File: src/hw/rtl/rgbuyvy_pkg.sv
// ----------------------------------------------------------------------------
// rgbuyvy_pkg
// Shared constants and types for the RGB to UYVY field split converter.
// ----------------------------------------------------------------------------
package rgbuyvy_pkg;

    localparam int MAX_WIDTH  = 1024;
    localparam int MAX_HEIGHT = 1024;

    localparam int PIX_W   = 8;
    localparam int CFG_W   = 11;
    localparam int IDX_W   = 2;
    localparam int WORD_W  = 18;
    localparam int PAIRS_MAX = MAX_WIDTH / 2;
    localparam int COL_W   = (PAIRS_MAX > 1) ? $clog2(PAIRS_MAX) : 1;
    localparam int ROW_W   = (MAX_HEIGHT > 1) ? $clog2(MAX_HEIGHT) : 1;
    localparam int CNT_W   = 14;
    localparam int SUM_W   = 17;

    localparam logic [IDX_W-1:0] REG_FRAME_WIDTH  = IDX_W'(0);
    localparam logic [IDX_W-1:0] REG_FRAME_HEIGHT = IDX_W'(1);

    localparam logic [CFG_W-1:0] FRAME_WIDTH_RST  = CFG_W'(1024);
    localparam logic [CFG_W-1:0] FRAME_HEIGHT_RST = CFG_W'(1024);

    // bt.601 integer matrix, magnitudes; signs are applied in the datapath
    localparam logic [SUM_W-1:0] K_YR = SUM_W'(66);
    localparam logic [SUM_W-1:0] K_YG = SUM_W'(129);
    localparam logic [SUM_W-1:0] K_YB = SUM_W'(25);
    localparam logic [SUM_W-1:0] K_UR = SUM_W'(38);
    localparam logic [SUM_W-1:0] K_UG = SUM_W'(74);
    localparam logic [SUM_W-1:0] K_UB = SUM_W'(112);
    localparam logic [SUM_W-1:0] K_VR = SUM_W'(112);
    localparam logic [SUM_W-1:0] K_VG = SUM_W'(94);
    localparam logic [SUM_W-1:0] K_VB = SUM_W'(18);
    localparam logic [SUM_W-1:0] ROUND      = SUM_W'(128);
    localparam logic [SUM_W-1:0] CHROMA_BIAS = SUM_W'(128 + 32768);
    localparam logic [PIX_W-1:0] LUMA_OFS   = PIX_W'(16);

    typedef struct packed {
        logic              odd_field;
        logic [WORD_W-1:0] word_index;
        logic              last_pair;
    } t_pos;

endpackage

File: src/hw/rtl/rgb_to_uyvy_field_split.sv
// ----------------------------------------------------------------------------
// rgb_to_uyvy_field_split
// RGB pixel pair to UYVY 4:2:2 word, BT.601 matrix, split into two fields.
// ----------------------------------------------------------------------------
//  channel  | valid    | stall    | payload
//  ---------+----------+----------+-------------------------------------------
//  pixels   | i_valid  | o_stall  | i_red/green/blue_first, .._second
//  uyvy     | o_valid  | i_stall  | o_chroma_u, o_luma_first, o_chroma_v,
//           |          |          | o_luma_second, o_odd_field,
//           |          |          | o_word_index, o_last_pair
//  config   | i_cfg_we | -        | i_cfg_index, i_cfg_data
//
//  one request per clock sustained while no held word is stalled; each accepted pair goes into the output register
//  two luma lanes and one chroma lane run in parallel, merged at the register
//  synchronous active-low reset: counters zero, geometry 1024 x 1024
//  o_stall is raised only while a held word is stalled downstream
// ----------------------------------------------------------------------------
module rgb_to_uyvy_field_split import rgbuyvy_pkg::*; (
    input  logic              i_clk,
    input  logic              i_rst_n,
    input  logic              i_cfg_we,
    input  logic [IDX_W-1:0]  i_cfg_index,
    input  logic [CFG_W-1:0]  i_cfg_data,
    input  logic              i_valid,
    output logic              o_stall,
    input  logic [PIX_W-1:0]  i_red_first,
    input  logic [PIX_W-1:0]  i_green_first,
    input  logic [PIX_W-1:0]  i_blue_first,
    input  logic [PIX_W-1:0]  i_red_second,
    input  logic [PIX_W-1:0]  i_green_second,
    input  logic [PIX_W-1:0]  i_blue_second,
    output logic              o_valid,
    input  logic              i_stall,
    output logic [PIX_W-1:0]  o_chroma_u,
    output logic [PIX_W-1:0]  o_luma_first,
    output logic [PIX_W-1:0]  o_chroma_v,
    output logic [PIX_W-1:0]  o_luma_second,
    output logic              o_odd_field,
    output logic [WORD_W-1:0] o_word_index,
    output logic              o_last_pair
);

    logic              r_valid;
    logic [PIX_W-1:0]  r_chroma_u;
    logic [PIX_W-1:0]  r_luma_first;
    logic [PIX_W-1:0]  r_chroma_v;
    logic [PIX_W-1:0]  r_luma_second;
    t_pos              r_pos;

    logic              accept;
    logic [PIX_W-1:0]  luma0;
    logic [PIX_W-1:0]  luma1;
    logic [PIX_W-1:0]  chroma_u;
    logic [PIX_W-1:0]  chroma_v;
    t_pos              pos;

    assign o_stall = r_valid & i_stall;
    assign accept  = i_valid & ~o_stall;

    rgbuyvy_luma u_luma0 (
        .i_red   (i_red_first),
        .i_green (i_green_first),
        .i_blue  (i_blue_first),
        .o_luma  (luma0)
    );

    rgbuyvy_luma u_luma1 (
        .i_red   (i_red_second),
        .i_green (i_green_second),
        .i_blue  (i_blue_second),
        .o_luma  (luma1)
    );

    rgbuyvy_chroma u_chroma (
        .i_red      (i_red_first),
        .i_green    (i_green_first),
        .i_blue     (i_blue_first),
        .o_chroma_u (chroma_u),
        .o_chroma_v (chroma_v)
    );

    rgbuyvy_pos u_pos (
        .i_clk       (i_clk),
        .i_rst_n     (i_rst_n),
        .i_cfg_we    (i_cfg_we),
        .i_cfg_index (i_cfg_index),
        .i_cfg_data  (i_cfg_data),
        .i_advance   (accept),
        .o_pos       (pos)
    );

    always_ff @(posedge i_clk) begin
        if (!i_rst_n) begin
            r_valid <= 1'b0;
        end else if (accept) begin
            r_valid <= 1'b1;
        end else if (!i_stall) begin
            r_valid <= 1'b0;
        end
    end

    always_ff @(posedge i_clk) begin
        if (accept) begin
            r_chroma_u    <= chroma_u;
            r_luma_first  <= luma0;
            r_chroma_v    <= chroma_v;
            r_luma_second <= luma1;
            r_pos         <= pos;
        end
    end

    assign o_valid       = r_valid;
    assign o_chroma_u    = r_chroma_u;
    assign o_luma_first  = r_luma_first;
    assign o_chroma_v    = r_chroma_v;
    assign o_luma_second = r_luma_second;
    assign o_odd_field   = r_pos.odd_field;
    assign o_word_index  = r_pos.word_index;
    assign o_last_pair   = r_pos.last_pair;

endmodule

File: src/hw/rtl/rgbuyvy_luma.sv
// ----------------------------------------------------------------------------
// rgbuyvy_luma
// Luma lane: Y of one pixel with rounding and offset.
// ----------------------------------------------------------------------------
module rgbuyvy_luma import rgbuyvy_pkg::*; (
    input  logic [PIX_W-1:0] i_red,
    input  logic [PIX_W-1:0] i_green,
    input  logic [PIX_W-1:0] i_blue,
    output logic [PIX_W-1:0] o_luma
);

    logic [SUM_W-1:0] sum;

    assign sum = K_YR * SUM_W'(i_red) + K_YG * SUM_W'(i_green)
               + K_YB * SUM_W'(i_blue) + ROUND;
    assign o_luma = sum[PIX_W+7:8] + LUMA_OFS;

endmodule

File: src/hw/rtl/rgbuyvy_chroma.sv
// ----------------------------------------------------------------------------
// rgbuyvy_chroma
// Chroma lane: U and V of the left pixel with rounding and offset.
// ----------------------------------------------------------------------------
module rgbuyvy_chroma import rgbuyvy_pkg::*; (
    input  logic [PIX_W-1:0] i_red,
    input  logic [PIX_W-1:0] i_green,
    input  logic [PIX_W-1:0] i_blue,
    output logic [PIX_W-1:0] o_chroma_u,
    output logic [PIX_W-1:0] o_chroma_v
);

    logic [SUM_W-1:0] sum_u;
    logic [SUM_W-1:0] sum_v;

    // bias keeps the sum positive, so bits above the byte carry the offset
    assign sum_u = K_UB * SUM_W'(i_blue) + CHROMA_BIAS
                 - K_UR * SUM_W'(i_red) - K_UG * SUM_W'(i_green);
    assign sum_v = K_VR * SUM_W'(i_red) + CHROMA_BIAS
                 - K_VG * SUM_W'(i_green) - K_VB * SUM_W'(i_blue);

    assign o_chroma_u = sum_u[PIX_W+7:8];
    assign o_chroma_v = sum_v[PIX_W+7:8];

endmodule

File: src/hw/rtl/rgbuyvy_pos.sv
// ----------------------------------------------------------------------------
// rgbuyvy_pos
// Frame geometry registers and raster position / field word counters.
// ----------------------------------------------------------------------------
module rgbuyvy_pos import rgbuyvy_pkg::*; (
    input  logic             i_clk,
    input  logic             i_rst_n,
    input  logic             i_cfg_we,
    input  logic [IDX_W-1:0] i_cfg_index,
    input  logic [CFG_W-1:0] i_cfg_data,
    input  logic             i_advance,
    output t_pos             o_pos
);

    logic [CFG_W-1:0]  r_frame_width;
    logic [CFG_W-1:0]  r_frame_height;
    logic [COL_W-1:0]  r_pair_column,  n_pair_column;
    logic [ROW_W-1:0]  r_row_number,   n_row_number;
    logic [WORD_W-1:0] r_even_words,   n_even_words;
    logic [WORD_W-1:0] r_odd_words,    n_odd_words;

    logic [CNT_W-1:0] pairs_raw;
    logic [CNT_W-1:0] pairs;
    logic [CNT_W-1:0] rows;
    logic             odd;
    logic             row_end;
    logic             frame_end;

    always_ff @(posedge i_clk) begin
        if (!i_rst_n) begin
            r_frame_width  <= FRAME_WIDTH_RST;
            r_frame_height <= FRAME_HEIGHT_RST;
        end else if (i_cfg_we) begin
            case (i_cfg_index)
                REG_FRAME_WIDTH:  r_frame_width  <= i_cfg_data;
                REG_FRAME_HEIGHT: r_frame_height <= i_cfg_data;
                default: ;
            endcase
        end
    end

    // saturated and zero-guarded geometry
    always_comb begin
        pairs_raw = (CNT_W'(r_frame_width) + CNT_W'(1)) >> 1;
        if (pairs_raw > CNT_W'(PAIRS_MAX)) begin
            pairs = CNT_W'(PAIRS_MAX);
        end else if (pairs_raw == '0) begin
            pairs = CNT_W'(1);
        end else begin
            pairs = pairs_raw;
        end
        if (CNT_W'(r_frame_height) > CNT_W'(MAX_HEIGHT)) begin
            rows = CNT_W'(MAX_HEIGHT);
        end else if (r_frame_height == '0) begin
            rows = CNT_W'(1);
        end else begin
            rows = CNT_W'(r_frame_height);
        end
    end

    assign odd       = r_row_number[0];
    assign row_end   = (CNT_W'(r_pair_column) + CNT_W'(1)) >= pairs;
    assign frame_end = row_end && ((CNT_W'(r_row_number) + CNT_W'(1)) >= rows);

    always_comb begin
        n_pair_column = r_pair_column;
        n_row_number  = r_row_number;
        n_even_words  = r_even_words;
        n_odd_words   = r_odd_words;
        if (frame_end) begin
            n_pair_column = '0;
            n_row_number  = '0;
            n_even_words  = '0;
            n_odd_words   = '0;
        end else begin
            if (odd) begin
                n_odd_words = r_odd_words + WORD_W'(1);
            end else begin
                n_even_words = r_even_words + WORD_W'(1);
            end
            if (row_end) begin
                n_pair_column = '0;
                n_row_number  = r_row_number + ROW_W'(1);
            end else begin
                n_pair_column = r_pair_column + COL_W'(1);
            end
        end
    end

    always_ff @(posedge i_clk) begin
        if (!i_rst_n) begin
            r_pair_column <= '0;
            r_row_number  <= '0;
            r_even_words  <= '0;
            r_odd_words   <= '0;
        end else if (i_advance) begin
            r_pair_column <= n_pair_column;
            r_row_number  <= n_row_number;
            r_even_words  <= n_even_words;
            r_odd_words   <= n_odd_words;
        end
    end

    assign o_pos.odd_field  = odd;
    assign o_pos.word_index = odd ? r_odd_words : r_even_words;
    assign o_pos.last_pair  = frame_end;

endmodule

File: config.mk
export PLATFORM = sky130hd
export DESIGN_NAME = rgb_to_uyvy_field_split
export DESIGN_NICKNAME = d
export VERILOG_FILES = /design/src/hw/rtl/rgbuyvy_pkg.sv /design/src/hw/rtl/rgb_to_uyvy_field_split.sv /design/src/hw/rtl/rgbuyvy_luma.sv /design/src/hw/rtl/rgbuyvy_chroma.sv /design/src/hw/rtl/rgbuyvy_pos.sv
export SDC_FILE = /design/constraint.sdc
export NUM_CORES = 1
export LEC_CHECK = 0
export BUFFER_PORTS_ARGS = -buffer_cell sky130_fd_sc_hd__clkbuf_2
export CAP_MARGIN = 30
export CORE_MARGIN = 4
export CORE_UTILIZATION = 38
export DETAILED_ROUTE_END_ITERATION = 10
export PLACE_DENSITY = 0.54
export RECOVER_POWER = 100
export REMOVE_ABC_BUFFERS = 1
export SLEW_MARGIN = 15
export SYNTH_ARGS = -nofsm -noshare
export SYNTH_HDL_FRONTEND = slang
export SYNTH_HIERARCHICAL = 1
export SYNTH_SLANG_ARGS = --single-unit
File: constraint.sdc
create_clock -name i_clk -period 6.4 [get_ports i_clk]
set_input_delay 0.64 -clock i_clk [delete_from_list [all_inputs] [get_ports i_clk]]
set_output_delay 0.64 -clock i_clk [all_outputs]
set_load 0.02 [all_outputs]
-- After elaboration in Yosys (flattened, before gate mapping)
Index checks and enable logic that the tools add are counted.
- word-level logic and storage cells: 83
- register bits after elaboration: 130
- output and inout port bits: 54
- bits of input ports: 66
- order comparisons: 4
- multiplexer cells: 15
- bitwise operators: 3
- $add $sub $neg: 21
- equality and inequality tests: 3
- $mul: 12
- reduce and logical (&&, ||, !) cells: 11
- operators with widths (operator ; number):
    18-bit two-way mux ; 5
    6-bit by 8-bit multiplier with 14-bit output, first input constant ; 4
    5-bit by 8-bit multiplier with 13-bit output, first input constant ; 3
    18-bit by 1-bit adder with 18-bit output, second input constant ; 2
    15-bit by 16-bit adder with 16-bit output ; 2
    15-bit by 16-bit adder with 16-bit output, second input constant ; 2
    16-bit by 13-bit adder with 16-bit output ; 2
    16-bit by 8-bit adder with 16-bit output, second input constant ; 2
    8-bit by 8-bit multiplier with 16-bit output, first input constant ; 2
    16-bit by 15-bit subtractor with 16-bit output ; 2
    14-bit greater-or-equal comparator ; 2
    14-bit two-way mux ; 2
    3-bit by 8-bit multiplier with 11-bit output, first input constant ; 2
    10-bit two-way mux ; 2
    9-bit two-way mux ; 2
    8-bit by 5-bit adder with 8-bit output, second input constant ; 2
    16-bit by 13-bit subtractor with 16-bit output ; 1
    16-bit by 14-bit subtractor with 16-bit output ; 1
    14-bit logical NOT ; 1
    13-bit by 10-bit > comparator with 1-bit output, second input constant ; 1
    13-bit two-way mux ; 1
    11-bit by 1-bit adder with 12-bit output, second input constant ; 1
    4-bit by 8-bit multiplier with 12-bit output, first input constant ; 1
    10-bit by 1-bit adder with 11-bit output, second input constant ; 1
    other kinds (16) ; 23

-- Depth between registers and ports, before layout
Gate-level depths: netlist of run 1.
- depth after elaboration: 8
- mapped depth: 23
- mapped depth without buffers: 23

-- By module
Netlist of run 1, hierarchy kept.
- modules (own cells, without submodules) (module ; area an instance (sq um) ; seq. area each (sq um) ; cells each ; times used):
    rgbuyvy_chroma ; 5317.6 ; 0.0 ; 599 ; 1
    rgbuyvy_pos ; 4809.6 ; 1541.5 ; 564 ; 1
    rgbuyvy_luma at u_luma0 ; 2068.2 ; 0.0 ; 217 ; 1
    rgbuyvy_luma at u_luma1 ; 1983.2 ; 0.0 ; 205 ; 1
    rgb_to_uyvy_field_split ; 1604.0 ; 1581.5 ; 56 ; 1

-- Least setup slack after synthesis of run 1
No wires, ideal clock.
- kind: input port to flip-flop
- start point: in i_red_first[2]
- end point: reg r_luma_first[6], in the netlist o_luma_first[6] (data pin)
- slack: 0.398 ns
- required time: 6.140 ns
- arrival: 5.743 ns
- library setup time: 0.260 ns
- buffers on the path: 0
- stages on the path: 22
- cell sequence: ha_1 -> ha_1 -> ha_1 -> fa_1 -> xor2_1 -> ha_1 -> inv_1 -> fa_1 -> inv_1 -> fa_1 -> fa_1 -> ha_1 -> ha_1 -> nand2_1 -> nor2_1 -> a311o_1 -> o221ai_2 -> nand2_2 -> xor2_1 -> ha_1 -> xor2_1 -> xnor2_1
- cells in the longest elaborated chain, start to end: 5
- RTL lines (item ; line ; RTL):
    start: declaration ; rgb_to_uyvy_field_split.sv:26 ; input logic [PIX_W-1:0] i_red_first,
    6-bit by 8-bit multiplier with 14-bit output ; rgbuyvy_luma.sv:14 ; assign sum = K_YR * SUM_W'(i_red) + K_YG * SUM_W'(i_green)
    15-bit by 16-bit adder with 16-bit output ; rgbuyvy_luma.sv:14 ;
    16-bit by 13-bit adder with 16-bit output ; rgbuyvy_luma.sv:15 ; + K_YB * SUM_W'(i_blue) + ROUND;
    16-bit by 8-bit adder with 16-bit output ; rgbuyvy_luma.sv:15 ;
    8-bit by 5-bit adder with 8-bit output ; rgbuyvy_luma.sv:16 ; assign o_luma = sum[PIX_W+7:8] + LUMA_OFS;
    named net luma0[6] ; rgb_to_uyvy_field_split.sv:51 ; logic [PIX_W-1:0] luma0;
    end signal: assignment ; rgb_to_uyvy_field_split.sv:105 ; r_luma_first <= luma0;
    end: declaration ; rgb_to_uyvy_field_split.sv:45 ; logic [PIX_W-1:0] r_luma_first;
The timed path passes the listed nets, and every way through them passes these cells.
A chain may end at the register's enable or synchronous reset.

-- Worst setup path in the final report of run 1
- start point: in i_green_first[6]
- end point: reg r_chroma_u[6], in the netlist o_chroma_u[6] (data pin)
- cells in the longest elaborated chain, start to end: 2
- RTL lines (item ; line ; RTL):
    start: declaration ; rgb_to_uyvy_field_split.sv:27 ; input logic [PIX_W-1:0] i_green_first,
    6-bit by 8-bit multiplier with 14-bit output ; rgbuyvy_chroma.sv:18 ; - K_UR * SUM_W'(i_red) - K_UG * SUM_W'(i_green);
    16-bit by 15-bit subtractor with 16-bit output ; rgbuyvy_chroma.sv:18 ;
    named net chroma_u[6] ; rgb_to_uyvy_field_split.sv:53 ; logic [PIX_W-1:0] chroma_u;
    end signal: assignment ; rgb_to_uyvy_field_split.sv:104 ; r_chroma_u <= chroma_u;
    end: declaration ; rgb_to_uyvy_field_split.sv:44 ; logic [PIX_W-1:0] r_chroma_u;
The timed path passes the listed nets, and every way through them passes these cells.

==> results of run 1 <==
==> area by class of cell <==
class / instances / area (um^2)
fill: 4104 / 23400
tap: 532 / 666
clock inverter: 13 / 96.3
clock buffer: 19 / 464
inverter: 229 / 860
timing repair buffer: 149 / 731
sequential: 130 / 3120
multi-input combinational: 1252 / 11600
==> sequential cells by signal (all words and copies together) (netlist names), 8 cells and up <==
name and cells:
u_pos/r_pair_column 9, o_luma_first 8, u_pos/r_odd_words 18, o_word_index 18, o_luma_second 8, u_pos/r_frame_width 11, u_pos/r_even_words 18, u_pos/r_frame_height 11
o_chroma_v 8, u_pos/r_row_number 10, o_chroma_u 8
==> worst reg2reg max path: stages (launching register included) <==
cell                       delay [ns]
sky130_fd_sc_hd__dfxtp_1         0.31
sky130_fd_sc_hd__and2_0          0.20
sky130_fd_sc_hd__nor2b_4         0.12
sky130_fd_sc_hd__clkbuf_1        1.44
sky130_fd_sc_hd__clkbuf_1        1.92
sky130_fd_sc_hd__nand3_4         0.07
sky130_fd_sc_hd__nand2_1         1.01
sky130_fd_sc_hd__nor2_1          0.15
==> metrics by stage <==
stage	cell area, um^2	power (mW)
6_report	17500	8.09
5_1_grt	17500	9.02
4_1_cts	17700	8.31
3_5_place_dp	17100	7.26
3_3_place_gp	17100	7.19
2_1_floorplan	15600	5.84
==> cell families after synthesis <==
family,Yosys count
muxes,46
buffers and inverters,259
xor gates and xnor gates,112
and+or+nand+nor,394
DFF,130
adders and majority gates,431
AOI/OAI and AO/OA,269
==> worst max path at each step <==
stage,start,to,depth (start not counted)
3_5_place_dp,i_red_first[2],o_luma_first[6]$_DFFE_PP_,23
2_1_floorplan,i_stall,u_pos/r_row_number[2]$_SDFFE_PN0P_,7
6_report,i_green_first[6],o_chroma_u[6]$_DFFE_PP_,18
5_1_grt,i_red_first[2],o_luma_first[7]$_DFFE_PP_,22
4_1_cts,i_red_first[2],o_luma_first[6]$_DFFE_PP_,23
3_3_place_gp,i_red_first[2],o_luma_first[6]$_DFFE_PP_,23
==> layout by cell type, fill, tap and decap left out, types with 5 or more instances in the layout <==
cell type,n
sky130_fd_sc_hd__a21boi_0,18
sky130_fd_sc_hd__nand2_1,97
sky130_fd_sc_hd__inv_1,229
sky130_fd_sc_hd__a21oi_1,68
sky130_fd_sc_hd__o21bai_1,6
sky130_fd_sc_hd__nand3_1,25
sky130_fd_sc_hd__o41ai_1,7
sky130_fd_sc_hd__a211oi_1,6
sky130_fd_sc_hd__nor2_1,86
sky130_fd_sc_hd__mux2i_1,27
sky130_fd_sc_hd__edfxtp_1,52
sky130_fd_sc_hd__nor2b_1,35
sky130_fd_sc_hd__and3_1,21
sky130_fd_sc_hd__clkbuf_1,65
sky130_fd_sc_hd__clkbuf_2,59
sky130_fd_sc_hd__a31oi_1,9
sky130_fd_sc_hd__nor3_1,22
sky130_fd_sc_hd__clkbuf_16,18
sky130_fd_sc_hd__or2_2,5
sky130_fd_sc_hd__o21ai_1,15
sky130_fd_sc_hd__xor2_1,53
sky130_fd_sc_hd__nand4_1,20
sky130_fd_sc_hd__fa_1,113
sky130_fd_sc_hd__or3_1,22
sky130_fd_sc_hd__ha_1,318
sky130_fd_sc_hd__dfxtp_1,78
sky130_fd_sc_hd__o211ai_1,8
sky130_fd_sc_hd__nor4_1,5
sky130_fd_sc_hd__nand3b_1,18
sky130_fd_sc_hd__nand2b_1,6
sky130_fd_sc_hd__buf_4,24
sky130_fd_sc_hd__o21ai_0,44
sky130_fd_sc_hd__xnor2_1,59
sky130_fd_sc_hd__mux2_2,17
sky130_fd_sc_hd__a21o_1,28
sky130_fd_sc_hd__o21a_1,11
==> power groups by stage <==
| stage | logic, mW | clock network, mW | registers, mW |
|---|---|---|---|
| after floorplan | 4.36 | 0 | 1.49 |
| after global placement | 5.82 | 0 | 1.36 |
| after detailed placement | 5.90 | 0 | 1.36 |
| after CTS | 5.99 | 0.977 | 1.34 |
| after global routing | 6.66 | 1.01 | 1.35 |
| final | 5.82 | 0.936 | 1.34 |
==> per-layer routing <==
metal	wire [um]	vias to the layer above	global-route usage (%)	part of all wire, %
met4	463	0	3.93	1.3
met3	1080	35	2.71	3.0
li1	-	5973	-	-
met2	17300	171	27.5	48
met5	0	-	0	0
met1	17400	5626	22.6	48
==> metrics.log, run 1 <==
[metrics] CTS H-Tree Depth: 4
[metrics] count of unique library cells instantiated by Yosys: 95
[metrics] worst reg2reg path startpoint: o_valid$_SDFFE_PN0P_
[metrics] count of max-cap constraint violations: 4
[metrics] flop-to-flop setup slack: 1.02 ns
[metrics] buffer count from post-CTS setup fixing: 0
[metrics] Post-synth top cells: sky130_fd_sc_hd__ha_1, sky130_fd_sc_hd__inv_1, sky130_fd_sc_hd__fa_1
[metrics] Max-slew headroom: -70.4%
[metrics] mux share of post-synthesis cell area: 3.07%
[metrics] placed wire-length estimate after detailed placement: 30000 um
[metrics] DR iter-0 viols: 514
[metrics] drt wl/cell: 15.6 um
[metrics] diodes inserted: 0
[metrics] cell types occupying the most area after synthesis: sky130_fd_sc_hd__ha_1, sky130_fd_sc_hd__fa_1, sky130_fd_sc_hd__dfxtp_1, sky130_fd_sc_hd__edfxtp_1, sky130_fd_sc_hd__inv_1
[metrics] routed via count divided by cell count: 5.08
[metrics] share of flip-flops with an asynchronous set or reset after synthesis: 0%
[metrics] number of antenna violations at the first check in global routing: 0
[metrics] maximum fanout along the worst path: 5
[metrics] outcome: complete, but fails checks
[metrics] number of synthesis warnings: 6
[metrics] fraction of power consumed by combinational cells: 71.9%
[metrics] Total Neg Setup Slack: 0 ns
[metrics] layout cells sized above 1: 9.43%
[metrics] Max Root-Sink Buffers: 2
[metrics] shortest clock period the worst path allows after layout: 5.96 ns
[metrics] pwr dens: 462 nW/um^2
[metrics] post-cts hold buffer count: 0
[metrics] Fmax achieved: 0.168 GHz
[metrics] setup repair after global routing missed its margin: false
[metrics] Pre-Repair DR Iteration Count: 5
[metrics] Avg Synthesized Cell Area: 9.62 um^2
[metrics] CTS tree: done
[metrics] cell occurring most often along the worst timing path: sky130_fd_sc_hd__ha_1
[metrics] top-area cell type share of the netlist area: 25.2%
[metrics] overflow left after global routing: 0
[metrics] failing checks: max-capacitance violations, max-slew violations
[metrics] WL final: 36200 um
[metrics] P_sw: 3.74 mW
[metrics] crit path setup slack, layout: 0.441 ns
[metrics] post-CTS resize count: 0
[metrics] fraction of the yosys area taken by sequential cells: 19.8%
[metrics] Worst Path Class, Setup: in -> reg
[metrics] wire length of the first global-routing pass: 59900 um
[metrics] Post-synth EDFFs: 52
[metrics] Least-Margin Pin Slew: 2.56 ns
[metrics] dominant register cell in the synthesized netlist: sky130_fd_sc_hd__dfxtp_1
[metrics] via count of the first global-routing pass: 11800
[metrics] r2r endpoint: u_pos/r_odd_words[14]$_SDFFE_PN0P_
[metrics] type of the tightest min-delay check: in -> reg
[metrics] Sw Share: 46.2%
[metrics] arrival time worst endpoint: 6.15 ns
[metrics] post-synthesis instance area: 15800 um^2
[metrics] non-filler instance count after layout: 2324
[metrics] total track usage: 16.5%
[metrics] Clock power frac: 11.6%
[metrics] count of input and output buffers: 119
[metrics] die span in y: 212 um
[metrics] dpl cells: 2292
[metrics] Period Utilization, post-route: 93.1%
[metrics] post-route clock skew: 0.0126 ns
[metrics] final antenna-violating net count: 0
[metrics] adder-cell share of the synthesized area: 39.5%
[metrics] post-synthesis share of cell area spent on and, or, nand and nor gates: 13.2%
[metrics] Pint: 4.35 mW
[metrics] final net count: 2276
[metrics] weighted congestion at the end of routability-driven global placement: 0.840
[metrics] depth of the most critical reg-to-reg path: 7
[metrics] smallest hold slack: 0.434 ns
[metrics] FF+latch count, synth: 130
[metrics] leading cell type by number of instances after synthesis: sky130_fd_sc_hd__ha_1
[metrics] starting utilization of the core area: 38.6%
[metrics] synthesized-area fraction occupied by ao, oa, aoi and oai cells: 11.6%
[metrics] standard-cell rows: 74
[metrics] CP delay by family, top: adder cells
[metrics] count of final hold-check violations: 0
[metrics] width of the die: 212 um
[metrics] origin of the worst min-delay path: i_valid
[metrics] kind of end point of the critical path: register
[metrics] worst endpoint required time: 6.60 ns
[metrics] Post-Synthesis Cells: 1641
[metrics] drc violations: 0
[metrics] CTS clock-pin slew for the worst setup and hold paths: 0.07 ns
[metrics] insertion delay of the later-clocked pin in the worst-skew pair: 0.44 ns
[metrics] clock tree sinks: 130
[metrics] startpoint kind of the worst setup timing path: primary input
[metrics] xor-xnor portion of the synthesized cell area: 6.22%
[metrics] hold depth: 2
[metrics] final core utilization: 42.8%
[metrics] Max IR drop VDD: 0.000638 V
[metrics] buffer type at the clock tree root: sky130_fd_sc_hd__clkbuf_16
[metrics] Critical-path top delay cell: sky130_fd_sc_hd__a221oi_1
[metrics] number of pins exceeding their max-slew limit in the final report: 159
[metrics] total via count in the routed design: 11800
[metrics] floorplan core area: 40900 um^2
[metrics] buffers plus inverters on the worst setup path: 3
[metrics] CTS buffer count: 17
[metrics] leakage power figure: 8.38 nW
[metrics] die outline area: 44900 um^2
[metrics] post-placement worst setup slack: 0.0847 ns
[metrics] Hold Path Sink: o_valid$_SDFFE_PN0P_
[metrics] number of placed I/O pins: 120
[metrics] cell type with the highest aggregate area in the netlist: sky130_fd_sc_hd__ha_1
[metrics] largest family of logic cells by synthesized area: adder cells
[metrics] worst stage delay on the critical path: 0.76 ns
[metrics] sequential group share of total power: 16.5%
[metrics] Finish-stage setup viols: 0
[metrics] largest net degree at the start of global routing: 47
[metrics] area growth from synthesis to final layout: 11.0%
[metrics] CP Cell Sequence: clkbuf_1, clkbuf_1, ha_1, ha_1, fa_1, ha_1, a21o_1, a21oi_1, xnor2_1, fa_1, inv_1, ha_1, ha_1, a21oi_1, o21ai_0, a221oi_1, o21ai_0, xor2_1
No activity file was read; power rests on OpenSTA's default activity.
==> inputs of run 2 (changes only) <==
CORE_UTILIZATION = 50   (was 38)
PLACE_DENSITY = 0.68   (was 0.54)
clock period = 5 ns   (was 6.4 ns; I/O delays follow)
==> metrics.log, run 2 (synthesis gave the netlist of run 1 again) <==
[metrics] area growth from synthesis to final layout: 23.4%
[metrics] number of pins exceeding their max-slew limit in the final report: 71
[metrics] depth of the most critical reg-to-reg path: 15
[metrics] Max IR drop VDD: 0.00106 V
[metrics] CTS clock-pin slew for the worst setup and hold paths: 0.07 ns
[metrics] GRT Max-Usage Layer: met2
[metrics] kind of end point of the critical path: register
[metrics] drt wl/cell: 15.9 um
[metrics] commonest cells after routing, fill and taps aside: sky130_fd_sc_hd__ha_1, sky130_fd_sc_hd__inv_1, sky130_fd_sc_hd__buf_4, sky130_fd_sc_hd__fa_1, sky130_fd_sc_hd__nand2_1
[metrics] smallest hold slack: 0.294 ns
[metrics] type of the tightest min-delay check: in -> reg
[metrics] origin of the worst min-delay path: i_valid
[metrics] met2 routing resource usage after global routing: 37.6%
[metrics] setup repair after global routing missed its margin: true
[metrics] CTS H-Tree Depth: 4
[metrics] post-placement worst setup slack: -1.13 ns
[metrics] leakage power figure: 9.24 nW
[metrics] drc violations: 0
[metrics] outcome: complete, but fails checks
[metrics] pwr dens: 727 nW/um^2
[metrics] met3 GRT Util: 2.72%
[metrics] fraction of power consumed by combinational cells: 79.2%
[metrics] final antenna-violating net count: 0
[metrics] crit path setup slack, layout: -0.483 ns
[metrics] Max Root-Sink Buffers: 2
[metrics] number of antenna violations at the first check in global routing: 0
[metrics] total via count in the routed design: 12600
[metrics] die outline area: 34500 um^2
[metrics] Finish-stage setup viols: 8
[metrics] worst reg2reg path startpoint: u_pos/r_frame_width[3]$_SDFFE_PN0P_
[metrics] sequential group share of total power: 12.0%
[metrics] WL final: 37300 um
[metrics] via count of the first global-routing pass: 13000
[metrics] Period Utilization, post-route: 110%
[metrics] most frequent standard cell in the layout excluding fill and tap cells: sky130_fd_sc_hd__ha_1
[metrics] width of the die: 186 um
[metrics] floorplan core area: 30800 um^2
[metrics] wire length of the first global-routing pass: 62600 um
[metrics] Sw Share: 43.0%
[metrics] arrival time worst endpoint: 5.66 ns
[metrics] final net count: 2430
[metrics] Hold Path Sink: o_valid$_SDFFE_PN0P_
[metrics] largest net degree at the start of global routing: 59
[metrics] diodes inserted: 0
[metrics] insertion delay of the later-clocked pin in the worst-skew pair: 0.43 ns
[metrics] Worst Path Class, Setup: in -> reg
[metrics] starting utilization of the core area: 51.2%
[metrics] number of placed I/O pins: 120
[metrics] shortest clock period the worst path allows after layout: 5.48 ns
[metrics] die span in y: 186 um
[metrics] clock tree sinks: 130
[metrics] r2r endpoint: u_pos/r_even_words[16]$_SDFFE_PN0P_
[metrics] maximum fanout along the worst path: 3
[metrics] DR iter-0 viols: 602
[metrics] instance area after placement: 17900 um^2
[metrics] startpoint kind of the worst setup timing path: primary input
[metrics] Fmax achieved: 0.182 GHz
[metrics] buffer type at the clock tree root: sky130_fd_sc_hd__clkbuf_16
[metrics] P_sw: 6.09 mW
[metrics] CTS tree: done
[metrics] final design instance area without fill: 19500 um^2
[metrics] flop-to-flop setup slack: 0.11 ns
[metrics] Max-slew headroom: -40.9%
[metrics] met1 GRT Util: 29.9%
[metrics] post-route clock skew: 0.0119 ns
[metrics] Total Neg Setup Slack: -2.26 ns
[metrics] count of final hold-check violations: 0
[metrics] weighted congestion at the end of routability-driven global placement: 0.878
[metrics] standard-cell rows: 64
[metrics] routed via count divided by cell count: 5.36
[metrics] overflow left after global routing: 0
[metrics] CTS buffer count: 17
[metrics] count of input and output buffers: 119
[metrics] total track usage: 22.1%
[metrics] hold depth: 2
[metrics] count of max-cap constraint violations: 2
[metrics] layout cells sized above 1: 22.4%
[metrics] Clock power frac: 8.8%
[metrics] placed wire-length estimate after detailed placement: 29000 um
[metrics] Pre-Repair DR Iteration Count: 6
[metrics] worst endpoint required time: 5.18 ns
[metrics] failing checks: max-capacitance violations, max-slew violations, negative setup slack
[metrics] Pint: 8.07 mW
[metrics] Least-Margin Pin Slew: 2.11 ns
## run 2: worst max path at each step
stage | start | to | slack (ns)
3_5_place_dp | i_red_second[7] | o_luma_second[6]$_DFFE_PP_ | -1.13
3_3_place_gp | i_red_first[7] | o_luma_first[6]$_DFFE_PP_ | -1.08
5_1_grt | i_red_second[2] | o_luma_second[7]$_DFFE_PP_ | -0.68
2_1_floorplan | i_stall | u_pos/r_row_number[2]$_SDFFE_PN0P_ | -0.88
6_report | i_red_second[2] | o_luma_second[7]$_DFFE_PP_ | -0.48
4_1_cts | i_red_second[2] | o_luma_second[6]$_DFFE_PP_ | -0.33
## run 2: what timing repair did
action / CTS / global route
buffers inserted: 17 / 9
pin swaps: 85 / 74
hold buffers: 0 / 0
gates resized for setup: 89 / 71
endpoints found under the setup margin: 18 / 20
## run 2: final cells by class
type	count	area [um^2]
Clock buffer	17	425
Clock inverter	15	161
Fill cell	2542	11400
Inverter	229	870
Multi-Input combinational cell	1252	12400
Sequential cell	130	3120
Tap cell	396	495
Timing Repair Buffer	303	2010
## run 2: stage by stage
step	cells	power (mW)	util (%)
2_1_floorplan	1611	7.48	-
3_3_place_gp	2286	10.5	58.1
3_5_place_dp	2287	10.8	58.2
4_1_cts	2336	13.0	62.3
5_1_grt	2342	15.5	63.2
6_report	2342	14.2	63.2
## run 2: per-layer routing
layer | vias to the layer above | routed length, um
li1 | 6285 | -
met1 | 5982 | 17300
met2 | 249 | 18100
met3 | 47 | 1300
met4 | 0 | 670
met5 | - | 0
## run 2: power groups by stage
stage | Sequential, mW | Clock, mW | Combinational, mW
floorplan | 1.90 | 0 | 5.58
global placement | 1.72 | 0 | 8.83
detailed placement | 1.72 | 0 | 9.06
CTS | 1.70 | 1.28 | 10.0
global route | 1.72 | 1.33 | 12.4
finish | 1.70 | 1.24 | 11.2
## run 2: worst max-delay path: stages
cell and delay [ns]:
sky130_fd_sc_hd__buf_8 0.10, sky130_fd_sc_hd__ha_4 0.26, sky130_fd_sc_hd__ha_4 0.19, sky130_fd_sc_hd__ha_4 0.16
sky130_fd_sc_hd__fa_2 0.36, sky130_fd_sc_hd__xor2_1 0.18, sky130_fd_sc_hd__ha_1 0.30, sky130_fd_sc_hd__inv_2 0.04
sky130_fd_sc_hd__fa_1 0.47, sky130_fd_sc_hd__inv_1 0.05, sky130_fd_sc_hd__fa_1 0.45, sky130_fd_sc_hd__fa_1 0.56
sky130_fd_sc_hd__ha_4 0.21, sky130_fd_sc_hd__ha_4 0.17, sky130_fd_sc_hd__buf_6 0.12, sky130_fd_sc_hd__o211ai_1 0.18
sky130_fd_sc_hd__o21bai_1 0.10, sky130_fd_sc_hd__a222oi_1 0.46, sky130_fd_sc_hd__buf_4 0.19, sky130_fd_sc_hd__and2b_2 0.21
sky130_fd_sc_hd__o21a_1 0.17, sky130_fd_sc_hd__nor3_2 0.13, sky130_fd_sc_hd__xnor2_1 0.09
